## src/cmpc_pkg.sv

```systemverilog
// shared types, codes and constants of the cascaded motor pi controller
package cmpc_pkg;

	// configuration port
	localparam int CFG_INDEX_W = 3;
	localparam int CFG_DATA_W  = 31;

	localparam logic [CFG_INDEX_W-1:0] REG_CONTROL_MODE   = 3'd0;
	localparam logic [CFG_INDEX_W-1:0] REG_SUPPLY_VOLTAGE = 3'd1;
	localparam logic [CFG_INDEX_W-1:0] REG_VELOCITY_GAIN  = 3'd2;
	localparam logic [CFG_INDEX_W-1:0] REG_INV_INT_TIME   = 3'd3;
	localparam logic [CFG_INDEX_W-1:0] REG_VOLTAGE_LIMIT  = 3'd4;
	localparam logic [CFG_INDEX_W-1:0] REG_VOLTAGE_RAMP   = 3'd5;
	localparam logic [CFG_INDEX_W-1:0] REG_ANGLE_GAIN     = 3'd6;
	localparam logic [CFG_INDEX_W-1:0] REG_SPEED_LIMIT    = 3'd7;

	// control modes
	localparam logic [1:0] MODE_VOLTAGE  = 2'd0;
	localparam logic [1:0] MODE_ANGLE    = 2'd1;
	localparam logic [1:0] MODE_VELOCITY = 2'd2;

	// register widths
	localparam int VOLT_REG_W = 22;
	localparam int GAIN_REG_W = 31;

	// register reset values
	localparam logic [1:0]            RST_CONTROL_MODE   = MODE_VELOCITY;
	localparam logic [VOLT_REG_W-1:0] RST_SUPPLY_VOLTAGE = 22'd786432;
	localparam logic [GAIN_REG_W-1:0] RST_VELOCITY_GAIN  = 31'd32768;
	localparam logic [GAIN_REG_W-1:0] RST_INV_INT_TIME   = 31'd6553600;
	localparam logic [VOLT_REG_W-1:0] RST_VOLTAGE_LIMIT  = 22'd393216;
	localparam logic [GAIN_REG_W-1:0] RST_VOLTAGE_RAMP   = 31'd6553600;
	localparam logic [GAIN_REG_W-1:0] RST_ANGLE_GAIN     = 31'd65536;
	localparam logic [GAIN_REG_W-1:0] RST_SPEED_LIMIT    = 31'd327680;

	// pwm scale
	localparam int unsigned PWM_FULL_SCALE_DEF = 255;
	localparam int          FS_W               = 16;
	localparam logic [7:0]  PWM_DUTY_MAX       = 8'd255;

	// sample time handling, in microseconds
	localparam int          TS_IN_W       = 24;
	localparam int          TS_W          = 19;
	localparam logic [TS_IN_W-1:0] TS_MAX_US     = 24'd500000;
	localparam logic [TS_W-1:0]    TS_DEFAULT_US = 19'd1000;

	// shared multiplier
	localparam int MUL_W  = 33;
	localparam int PROD_W = 2 * MUL_W;

	// shared divider: unsigned, two quotient bits per cycle
	localparam int DIV_DVD_W = 50;
	localparam int DIV_DVS_W = 22;
	localparam int DIV_BITS_PER_CYCLE = 2;

	localparam logic [DIV_DVS_W-1:0] TMP_DIVISOR  = 22'd2000000;
	localparam logic [DIV_DVS_W-1:0] STEP_DIVISOR = 22'd1000000;

	// width of floor(Ts / (2 Ti)) in q16.16, bounded by the largest sample time
	localparam int TMP_W  = 29;
	localparam int STEP_W = 31;

	typedef struct packed {
		logic                        en;
		logic signed [MUL_W-1:0]     a;
		logic signed [MUL_W-1:0]     b;
	} mul_req_t;

	typedef struct packed {
		logic                        start;
		logic [DIV_DVD_W-1:0]        dividend;
		logic [DIV_DVS_W-1:0]        divisor;
	} div_req_t;

	typedef struct packed {
		logic                        done;
		logic [DIV_DVD_W-1:0]        quotient;
	} div_rsp_t;

endpackage

```

## src/cmpc_multiplier.sv

```systemverilog
// shared signed multiplier with registered product
module cmpc_multiplier (
	input  logic                                   clk,
	input  cmpc_pkg::mul_req_t                     req,
	output logic signed [cmpc_pkg::PROD_W-1:0]     prod_q
);

	always_ff @(posedge clk) begin
		if (req.en) begin
			prod_q <= req.a * req.b;
		end
	end

endmodule

```

## config.mk

```make
export PLATFORM = sky130hd
export DESIGN_NAME = cmpc_multiplier
export DESIGN_NICKNAME = d
export VERILOG_FILES = /design/src/cmpc_pkg.sv /design/src/cmpc_multiplier.sv
export SDC_FILE = /design/constraint.sdc
export NUM_CORES = 2
export LEC_CHECK = 0
export BUFFER_PORTS_ARGS = -buffer_cell sky130_fd_sc_hd__buf_2
export CAP_MARGIN = 20
export CORE_ASPECT_RATIO = 0.5
export CORE_MARGIN = 10
export CORE_UTILIZATION = 60
export DETAILED_ROUTE_END_ITERATION = 6
export PLACE_DENSITY = 0.77
export SETUP_SLACK_MARGIN = 0.1
export SLEW_MARGIN = 10
export SYNTH_ARGS = -nofsm -noshare
export SYNTH_HDL_FRONTEND = slang
export SYNTH_SLANG_ARGS = --single-unit
```

## constraint.sdc

```tcl
create_clock -name clk -period 10.2 [get_ports clk]
set_input_delay 1.53 -clock clk [delete_from_list [all_inputs] [get_ports clk]]
set_output_delay 1.53 -clock clk [all_outputs]
set_load 0.1 [all_outputs]
```

==> impl_metrics.toml <==
[drt]
via_per_inst = 5.56
ant_nets = 0
wl_per_cell_um = 19.9
dr_total_vias = 28865
drt_wl_total_um = 103000
dr.pass1.iters = 7
drtIter0Drc = 2053
drc_errors = 0

[logic_synthesis]
synth_edf_count = 66
yosysUniqueCellTypes = 80
postSynthCellCount = 4338
syn_nets = 5768
syn-cell-area_mm2 = 0.0414
ys.flop_type = "edfxtp_1"
yosysWarnings = 0
async_flop_share = 0
avgSynthCellArea_um2 = 9.54
ys_ff_latch = 66
yosysSeqAreaShare = 0.0479

[die]
die_h_um = 206
core_area_mm2 = 0.0677
rows = 67
io_pins = 134
start_util = 0.612
dieArea_mm2 = 0.0805
fp.dieW_um = 391

[final_layout]
layout-drive-gt1-share = 0.0487
layout_common_cells = "fa_1 (1144), inv_1 (1131), and2_1 (562)"
largest-register = "prod_q"
fin_nets = 5714
instances_no_fill = 5187
reg_top3 = "prod_q: 66 flops"
final_common_cell = "fa_1"
largest_reg_flops = 66
syn2layout_area_growth_pct = 3.35

[timing]
rsz0062_at_grt = "no"
timing.final.crit_share = 0.945
max_slew.worst_pin.slew_ns = 0.939
whs_ns = 1.87
slew_violations = 0
setup_viol = 0
fin_crit_ns = 9.64
fin_tns_setup_ns = 0
hold_violations = 0
setup_slack_ns = 0.557
fmaxAchievable_mhz = 104
max_slew_margin = 0.374

[critical_path]
crit_type = "in2reg"
start_kind = "input pin"
worst_setup_path_end_kind = "flop"
crit_required_ns = 10.38
worst-endpoint-arrival_ns = 9.82
critPathMaxFanout = 33

[global_route]
gr-total-overflow = 0
first_global_vias = 32279
grt_max_degree = 67
antenna_found_initial = 2
grt_pass1_wl_um = 170000
grtUsageTotal = 0.268

[hold_path]
hold_end = "prod_q[0]"
min_from = "req[0]"
hp-class = "in2reg"
min_delay_path_depth = 2

[clock_tree]
htree_levels = 3
clockBufferDepth = 2
root_buffer = "clkbuf_16"
numClockSinks = 66
cts_tree = "done"
ctsHoldBuffers = 0
numCtsBuffers = 9
clk_pin_slew_ns = 0.07
post-cts-setup-buffers = 0
cts_resized = 0

[placement]
dp.cells = 5170
gp_congestion = 0.895
port_buffers = 133
hpwl_um = 86600
post-place-ws_ns = 0.236

[flow_run]
cap_violations = 0

[status]
outcome = "finished, final reports clean"
==> metrics by stage <==
step	utilization	cell area (um^2)
after floorplan	-	41400
after global placement	0.628	42500
after detailed placement	0.628	42500
after CTS	0.632	42800
after global routing	0.632	42800
final	0.632	42800
==> synthesized netlist by cell type, drive strengths merged (3+ instances only) <==
cell type | n | area [um^2]
a221oi | 3 | 43.8
fa | 1145 | 22900
or2 | 3 | 18.8
a211oi | 11 | 110
and3 | 6 | 42.5
o21bai | 11 | 82.6
a21boi | 3 | 33.8
buf | 13 | 70.1
o31ai | 7 | 104
xor2 | 25 | 219
clkbuf | 208 | 781
a211o | 6 | 52.6
a31oi | 9 | 62.6
or3 | 3 | 18.8
o211ai | 5 | 51.3
nor3 | 7 | 35.0
nand4 | 12 | 81.3
nor4 | 3 | 33.8
and4 | 5 | 43.8
o21a | 6 | 45.0
nand2 | 551 | 2070
inv | 1131 | 4250
a21oi | 61 | 328
ha | 217 | 2720
and2 | 563 | 3520
xnor2 | 43 | 377
o21ai | 33 | 173
edfxtp | 66 | 1980
nand3 | 26 | 135
a21o | 38 | 288
nand2b | 12 | 75.1
nor2 | 68 | 255
nor2b | 5 | 31.3
==> layout make-up <==
cell class                      instances  area, um^2
Clock inverter                          6        43.8
Timing Repair Buffer                  156         838
Multi-Input combinational cell       2920       34300
Clock buffer                            9         225
Fill cell                            5454       24900
Inverter                             1131        4250
Antenna cell                            2        5.00
Tap cell                              897        1120
Sequential cell                        66        1980
==> worst max path at each step <==
| stage | depth (start not counted) | endpoint | slack [ns] | from |
|---|---|---|---|---|
| finish | 24 | prod_q[64] | 0.56 | req[9] |
| detailed placement | 22 | prod_q[64] | 0.24 | req[3] |
| floorplan | 23 | prod_q[62] | 1.30 | req[65] |
| CTS | 22 | prod_q[64] | 0.56 | req[3] |
| global placement | 20 | prod_q[59] | 0.29 | req[9] |
| global route | 22 | prod_q[64] | 0.18 | req[9] |
==> worst max-delay path: stages <==
cell      delay (ns)
buf_2           0.59
nand2_1         0.29
fa_1            0.56
inv_1           0.05
fa_1            0.55
inv_1           0.08
fa_1            0.54
inv_1           0.06
fa_1            0.49
fa_1            0.65
fa_1            0.46
fa_1            0.50
inv_1           0.05
fa_1            0.48
inv_1           0.04
ha_1            0.42
nand3_1         0.26
nor2_1          0.49
nand2_1         0.23
nor3_1          0.61
o311ai_4        0.32
nand3_2         0.21
a211oi_1        0.09
a311oi_1        0.26
==> kinds of logic after synthesis <==
| family | after synthesis | synth area share |
|---|---|---|
| adders and majority gates | 1362 | 0.619 |
| buffers and inverters | 1352 | 0.123 |
| and+or+nand+nor | 1271 | 0.155 |
| AOI/OAI and AO/OA | 219 | 0.0400 |
| xor gates and xnor gates | 68 | 0.0144 |
| DFF | 66 | 0.0479 |
==> per-layer routing <==
layer / vias up / share of wire / global-route usage
met5: - / 0 / 0
met4: 0 / 0.047 / 0.114
met3: 297 / 0.069 / 0.0487
li1: 12289 / - / -
met1: 15134 / 0.37 / 0.329
met2: 1145 / 0.51 / 0.467
Power is not shown: default switching activity piles up to over one toggle a cycle in this logic, so the estimate is an artifact.
