[src/cmpc_pkg.sv]
// shared types, codes and constants of the cascaded motor pi controller
package cmpc_pkg;

	// configuration port
	localparam int CFG_INDEX_W = 3;
	localparam int CFG_DATA_W  = 31;

	localparam logic [CFG_INDEX_W-1:0] REG_CONTROL_MODE   = 3'd0;
	localparam logic [CFG_INDEX_W-1:0] REG_SUPPLY_VOLTAGE = 3'd1;
	localparam logic [CFG_INDEX_W-1:0] REG_VELOCITY_GAIN  = 3'd2;
	localparam logic [CFG_INDEX_W-1:0] REG_INV_INT_TIME   = 3'd3;
	localparam logic [CFG_INDEX_W-1:0] REG_VOLTAGE_LIMIT  = 3'd4;
	localparam logic [CFG_INDEX_W-1:0] REG_VOLTAGE_RAMP   = 3'd5;
	localparam logic [CFG_INDEX_W-1:0] REG_ANGLE_GAIN     = 3'd6;
	localparam logic [CFG_INDEX_W-1:0] REG_SPEED_LIMIT    = 3'd7;

	// control modes
	localparam logic [1:0] MODE_VOLTAGE  = 2'd0;
	localparam logic [1:0] MODE_ANGLE    = 2'd1;
	localparam logic [1:0] MODE_VELOCITY = 2'd2;

	// register widths
	localparam int VOLT_REG_W = 22;
	localparam int GAIN_REG_W = 31;

	// register reset values
	localparam logic [1:0]            RST_CONTROL_MODE   = MODE_VELOCITY;
	localparam logic [VOLT_REG_W-1:0] RST_SUPPLY_VOLTAGE = 22'd786432;
	localparam logic [GAIN_REG_W-1:0] RST_VELOCITY_GAIN  = 31'd32768;
	localparam logic [GAIN_REG_W-1:0] RST_INV_INT_TIME   = 31'd6553600;
	localparam logic [VOLT_REG_W-1:0] RST_VOLTAGE_LIMIT  = 22'd393216;
	localparam logic [GAIN_REG_W-1:0] RST_VOLTAGE_RAMP   = 31'd6553600;
	localparam logic [GAIN_REG_W-1:0] RST_ANGLE_GAIN     = 31'd65536;
	localparam logic [GAIN_REG_W-1:0] RST_SPEED_LIMIT    = 31'd327680;

	// pwm scale
	localparam int unsigned PWM_FULL_SCALE_DEF = 255;
	localparam int          FS_W               = 16;
	localparam logic [7:0]  PWM_DUTY_MAX       = 8'd255;

	// sample time handling, in microseconds
	localparam int          TS_IN_W       = 24;
	localparam int          TS_W          = 19;
	localparam logic [TS_IN_W-1:0] TS_MAX_US     = 24'd500000;
	localparam logic [TS_W-1:0]    TS_DEFAULT_US = 19'd1000;

	// shared multiplier
	localparam int MUL_W  = 33;
	localparam int PROD_W = 2 * MUL_W;

	// shared divider: unsigned, two quotient bits per cycle
	localparam int DIV_DVD_W = 50;
	localparam int DIV_DVS_W = 22;
	localparam int DIV_BITS_PER_CYCLE = 2;

	localparam logic [DIV_DVS_W-1:0] TMP_DIVISOR  = 22'd2000000;
	localparam logic [DIV_DVS_W-1:0] STEP_DIVISOR = 22'd1000000;

	// width of floor(Ts / (2 Ti)) in q16.16, bounded by the largest sample time
	localparam int TMP_W  = 29;
	localparam int STEP_W = 31;

	typedef struct packed {
		logic                        en;
		logic signed [MUL_W-1:0]     a;
		logic signed [MUL_W-1:0]     b;
	} mul_req_t;

	typedef struct packed {
		logic                        start;
		logic [DIV_DVD_W-1:0]        dividend;
		logic [DIV_DVS_W-1:0]        divisor;
	} div_req_t;

	typedef struct packed {
		logic                        done;
		logic [DIV_DVD_W-1:0]        quotient;
	} div_rsp_t;

endpackage

[src/cmpc_divider.sv]
// iterative unsigned restoring divider, a few quotient bits per cycle
module cmpc_divider (
	input  logic               clk,
	input  logic               arst_n,
	input  cmpc_pkg::div_req_t req,
	output cmpc_pkg::div_rsp_t rsp
);

	localparam int DVD_W = cmpc_pkg::DIV_DVD_W;
	localparam int DVS_W = cmpc_pkg::DIV_DVS_W;
	localparam int BPC   = cmpc_pkg::DIV_BITS_PER_CYCLE;
	localparam int STEPS = DVD_W / BPC;
	localparam int CNT_W = (STEPS > 1) ? $clog2(STEPS) : 1;

	logic             busy_q;
	logic             done_q;
	logic [CNT_W-1:0] cnt_q;
	logic [DVS_W-1:0] dvs_q;
	logic [DVS_W-1:0] rem_q;
	logic [DVD_W-1:0] quo_q;

	logic [DVS_W-1:0] rem_n;
	logic [DVD_W-1:0] quo_n;
	logic [DVS_W:0]   trial;

	// dividend bits shift out of the top of quo while quotient bits enter below
	always_comb begin
		rem_n = rem_q;
		quo_n = quo_q;
		trial = '0;
		for (int i = 0; i < BPC; i++) begin
			trial = {rem_n, quo_n[DVD_W-1]};
			quo_n = {quo_n[DVD_W-2:0], 1'b0};
			if (trial >= {1'b0, dvs_q}) begin
				trial    = trial - {1'b0, dvs_q};
				quo_n[0] = 1'b1;
			end
			rem_n = trial[DVS_W-1:0];
		end
	end

	always_ff @(posedge clk or negedge arst_n) begin
		if (!arst_n) begin
			busy_q <= 1'b0;
			done_q <= 1'b0;
			cnt_q  <= '0;
		end else begin
			done_q <= 1'b0;
			if (req.start) begin
				busy_q <= 1'b1;
				cnt_q  <= '0;
			end else if (busy_q) begin
				cnt_q <= cnt_q + 1'b1;
				if (cnt_q == CNT_W'(STEPS - 1)) begin
					busy_q <= 1'b0;
					done_q <= 1'b1;
				end
			end
		end
	end

	always_ff @(posedge clk) begin
		if (req.start) begin
			rem_q <= '0;
			quo_q <= req.dividend;
			dvs_q <= req.divisor;
		end else if (busy_q) begin
			rem_q <= rem_n;
			quo_q <= quo_n;
		end
	end

	assign rsp.done     = done_q;
	assign rsp.quotient = quo_q;

endmodule
[config.mk]
export PLATFORM = sky130hd
export DESIGN_NAME = cmpc_divider
export DESIGN_NICKNAME = d
export VERILOG_FILES = /design/src/cmpc_pkg.sv /design/src/cmpc_divider.sv
export SDC_FILE = /design/constraint.sdc
export NUM_CORES = 1
export LEC_CHECK = 0
export BUFFER_PORTS_ARGS = -buffer_cell sky130_fd_sc_hd__buf_4
export CAP_MARGIN = 20
export CORE_MARGIN = 1.5
export CORE_UTILIZATION = 32
export DETAILED_ROUTE_END_ITERATION = 8
export SKIP_CTS_REPAIR_TIMING = 1
export SLEW_MARGIN = 20
export SYNTH_ARGS = -nofsm -noshare
export SYNTH_HDL_FRONTEND = slang
export SYNTH_SLANG_ARGS = --single-unit
[constraint.sdc]
create_clock -name clk -period 11.7 [get_ports clk]
set_input_delay 0 -clock clk [delete_from_list [all_inputs] [get_ports clk]]
set_output_delay 0 -clock clk [all_outputs]
set_load 0.05 [all_outputs]
==> summary.md <==
| Metric | Value |
|---|---|
| Status | complete, but fails checks |
| Failing checks | hold timing |
| CORE AREA | 19700 um2 |
| Worst Path Required | 11.95 ns |
| Yosys cell types | 56 |
| FFs w/ async S/R, synth | 6.93% |
| TritonRoute pass-1 iters | 5 |
| Final worst-path cycle share | 48.8% |
| Crit path kind | register to register |
| Routed vias/inst | 4.94 |
| Antenna violations before repair | 0 |
| RD Place Congestion | 0.870 |
| Syn Area/Cell | 10.4 um2 |
| Placed insts | 992 |
| Worst-Margin Slew | 0.843 ns |
| Die Span Y | 145 um |
| Clock buffer depth | 2 |
| Top routing layer in use | met4 |
| EDFF count, synth | 72 |
| Area delta synth->final | 34.0% |
| Clk root buf | clkbuf_16 |
| Clock Sink Count | 101 |
| Worst EP arrival | 5.96 ns |
| Post-Syn Instances | 625 |
| Leak | 3.75 nW |
| Drt wl/cell | 15.7 um |
| WL met3 | 873 um |
| Ys flop type | edfxtp_1 |
| Worst min path class | primary input to async pin |
| Final Max Tran Viols | 0 |
| Final HPWL DP | 12200 um |
| Maximum number of pins on one net before global-route repair | 65 |
| PortBufs | 125 |
| Layout cells sized above 1 | 25.4% |
| Nature of the critical path endpoint | register |
| Sequential share of the synthesized area | 42.9% |
| Post-synth net total | 748 |
| Setup violators final | 0 |
| Routed wire length | 16900 um |
| First-pass GRT wire length | 26200 um |
| 1st-iter DRT viols | 321 |
| Worst Path Max Fanout | 27 |
| Routed vias | 5333 |
| Dpl cell area | 7660 um2 |
| CTS tree | built |
| Initial Util | 33.0% |
| IO Pins | 126 |
| Core Rows | 51 |
| Vias in the first global route | 4965 |
| Pwr/cell area | 236 nW/um2 |
| Overflow after GRT | 0 |
| Slew headroom | 43.8% |
| Yosys warnings | 0 |
| Fmax | 175 MHz |
| Routed Antenna Nets | 0 |
| Clk_skew | 0.0117 ns |
| Total CTS buffers | 9 |
| DIE WIDTH | 145 um |
| RSZ-0062 raised after global routing | false |
| Synth Register Bits | 101 |
| Non-filler cells, final | 1079 |
| Residual DRC count | 0 |
| Fin nets | 932 |
| Setup TNS | 0 ns |
| Worst VDD drop | 0.0883 mV |
| Metal-1 WL | 7780 um |
| Final hold vios | 7 |
| Clk_lat worst skew | 0.36 ns |
| WL met2 | 8100 um |
| Antenna diodes | 0 |
| Overall routing resource usage | 15.4% |
| Post-synthesis cell area | 6480 um2 |
| Final Cell Area | 8690 um2 |
| Die area | 21100 um2 |
| Startpoint types | register |
| Hold slack | -0.00403 ns |
| Clk slew on worst S/H paths | 0.08 ns |
| H-tree depth | 3 |
| Max-cap violations | 0 |
| Fin crit period | 5.71 ns |
## cell usage after synthesis, types with 3 or more instances
| cell | n | area (um2) |
|---|---|---|
| or3_1 | 4 | 25.0 |
| o31a_1 | 3 | 26.3 |
| mux2_2 | 51 | 574 |
| nor4_1 | 5 | 31.3 |
| nand2b_1 | 3 | 18.8 |
| nor2b_1 | 5 | 31.3 |
| or2_2 | 3 | 18.8 |
| nor2_1 | 45 | 169 |
| a211oi_1 | 24 | 180 |
| o21bai_1 | 5 | 37.5 |
| and3_1 | 4 | 25.0 |
| o21ai_0 | 31 | 155 |
| nand2_1 | 42 | 158 |
| a21o_1 | 12 | 90.1 |
| nand3_1 | 16 | 80.1 |
| a31oi_1 | 3 | 18.8 |
| o21a_1 | 5 | 37.5 |
| nor3_1 | 10 | 50.1 |
| dfxtp_1 | 22 | 440 |
| edfxtp_1 | 72 | 2160 |
| a41oi_1 | 3 | 26.3 |
| a21oi_1 | 36 | 180 |
| inv_1 | 37 | 139 |
| mux2i_1 | 19 | 190 |
| clkbuf_1 | 18 | 67.6 |
| nand3b_1 | 3 | 22.5 |
| xor2_1 | 19 | 166 |
| o211ai_1 | 4 | 30.0 |
| nand4_1 | 6 | 37.5 |
| dfrtp_1 | 7 | 175 |
| o21ai_1 | 3 | 15.0 |
| buf_2 | 5 | 25.0 |
| xnor2_1 | 22 | 193 |
| ha_1 | 46 | 576 |
## power breakdown
group | total (mW) | switching (mW) | internal (mW) | leakage (nW)
clock | 0.314 | 0.161 | 0.153 | 0.147
sequential | 0.490 | 0.0396 | 0.450 | 1.02
combinational | 1.24 | 0.713 | 0.529 | 2.59
## flip-flops by register name, summed over array words and instances (netlist names)
register	flops
quo_q	50
busy_q	1
cnt_q	5
done_q	1
rem_q	22
dvs_q	22
## cells in the final DEF (no fill, tap or decap), types with 24 or more instances in the layout
master / n
buf_4: 130
edfxtp_1: 72
dlygate4sd3_1: 71
mux2_2: 51
ha_1: 46
nor2_1: 44
nand2_1: 42
inv_1: 37
a21oi_1: 36
o21ai_0: 31
a211oi_1: 24
## worst paths after layout
path	start	slack (ns)	endpoint	cells after the start
min	arst_n	-0.004	cnt_q[2]	2
min reg2reg	rem_q[9]	0.51	rem_q[9]	2
max	dvs_q[4]	5.99	rem_q[19]	19
max in group asynchronous	arst_n	11.58	cnt_q[0]	2
min in group clk	req[22]	0.02	quo_q[0]	3
max reg2reg	dvs_q[4]	5.99	rem_q[19]	19
## cell families (layout without fill, tap and decap cells)
| group | after synthesis | count (layout) | share of synthesized area (%) |
|---|---|---|---|
| AND/OR/NAND/NOR | 154 | 154 | 11.5 |
| AO/OA/AOI/OAI | 146 | 146 | 14.7 |
| flip-flops | 101 | 101 | 42.9 |
| multiplexers | 70 | 70 | 11.8 |
| buffers and inverters | 65 | 254 | 4.15 |
| adder cells (fa/ha/maj) | 48 | 48 | 9.50 |
| XOR/XNOR | 41 | 41 | 5.54 |
## through the flow
step / total power, mW / hold WS, ns / util, % / setup WS [ns]
after detailed placement: 1.71 / -0.178 / 39.0 / 6.04
after global placement: 1.71 / -0.181 / 39.0 / 6.14
final: 2.05 / -0.00403 / 44.2 / 5.99
after floorplan: 1.45 / -0.296 / - / 6.77
after CTS: 2.03 / -0.571 / 40.6 / 6.01
after global routing: 2.20 / 0.00558 / 44.2 / 5.43
## area by class of cell
| cell class | instances | area, um2 |
|---|---|---|
| clock buffers | 9 | 225 |
| clock inverters | 7 | 90.1 |
| fillers | 1897 | 11000 |
| inverters | 37 | 139 |
| multi-input cells | 459 | 3440 |
| flip-flops and latches | 101 | 2780 |
| well taps | 265 | 332 |
| repair buffers | 201 | 1690 |
## critical path: stages (launching register included)
cell and delay (ns):
edfxtp_1 0.36, inv_1 0.10, ha_1 0.28, a21oi_1 0.24, o211ai_1 0.15, o21bai_1 0.35
a31oi_2 0.18, nor2_2 0.55, buf_4 0.37, o21ai_0 0.16, ha_1 0.36, a211o_1 0.32
a21oi_1 0.17, o21ai_1 0.11, nor4_1 0.64, nor4_1 0.18, nor3_4 0.20, buf_4 0.41
nor3_1 0.13, a2111oi_1 0.31
## per-layer routing
layer / track usage [%] / vias up
met5: 0 / -
met4: 3.11 / 0
met3: 4.81 / 15
met2: 25.1 / 132
met1: 20.2 / 2508
li1: - / 2678
Power figures use the tool's default switching activity.
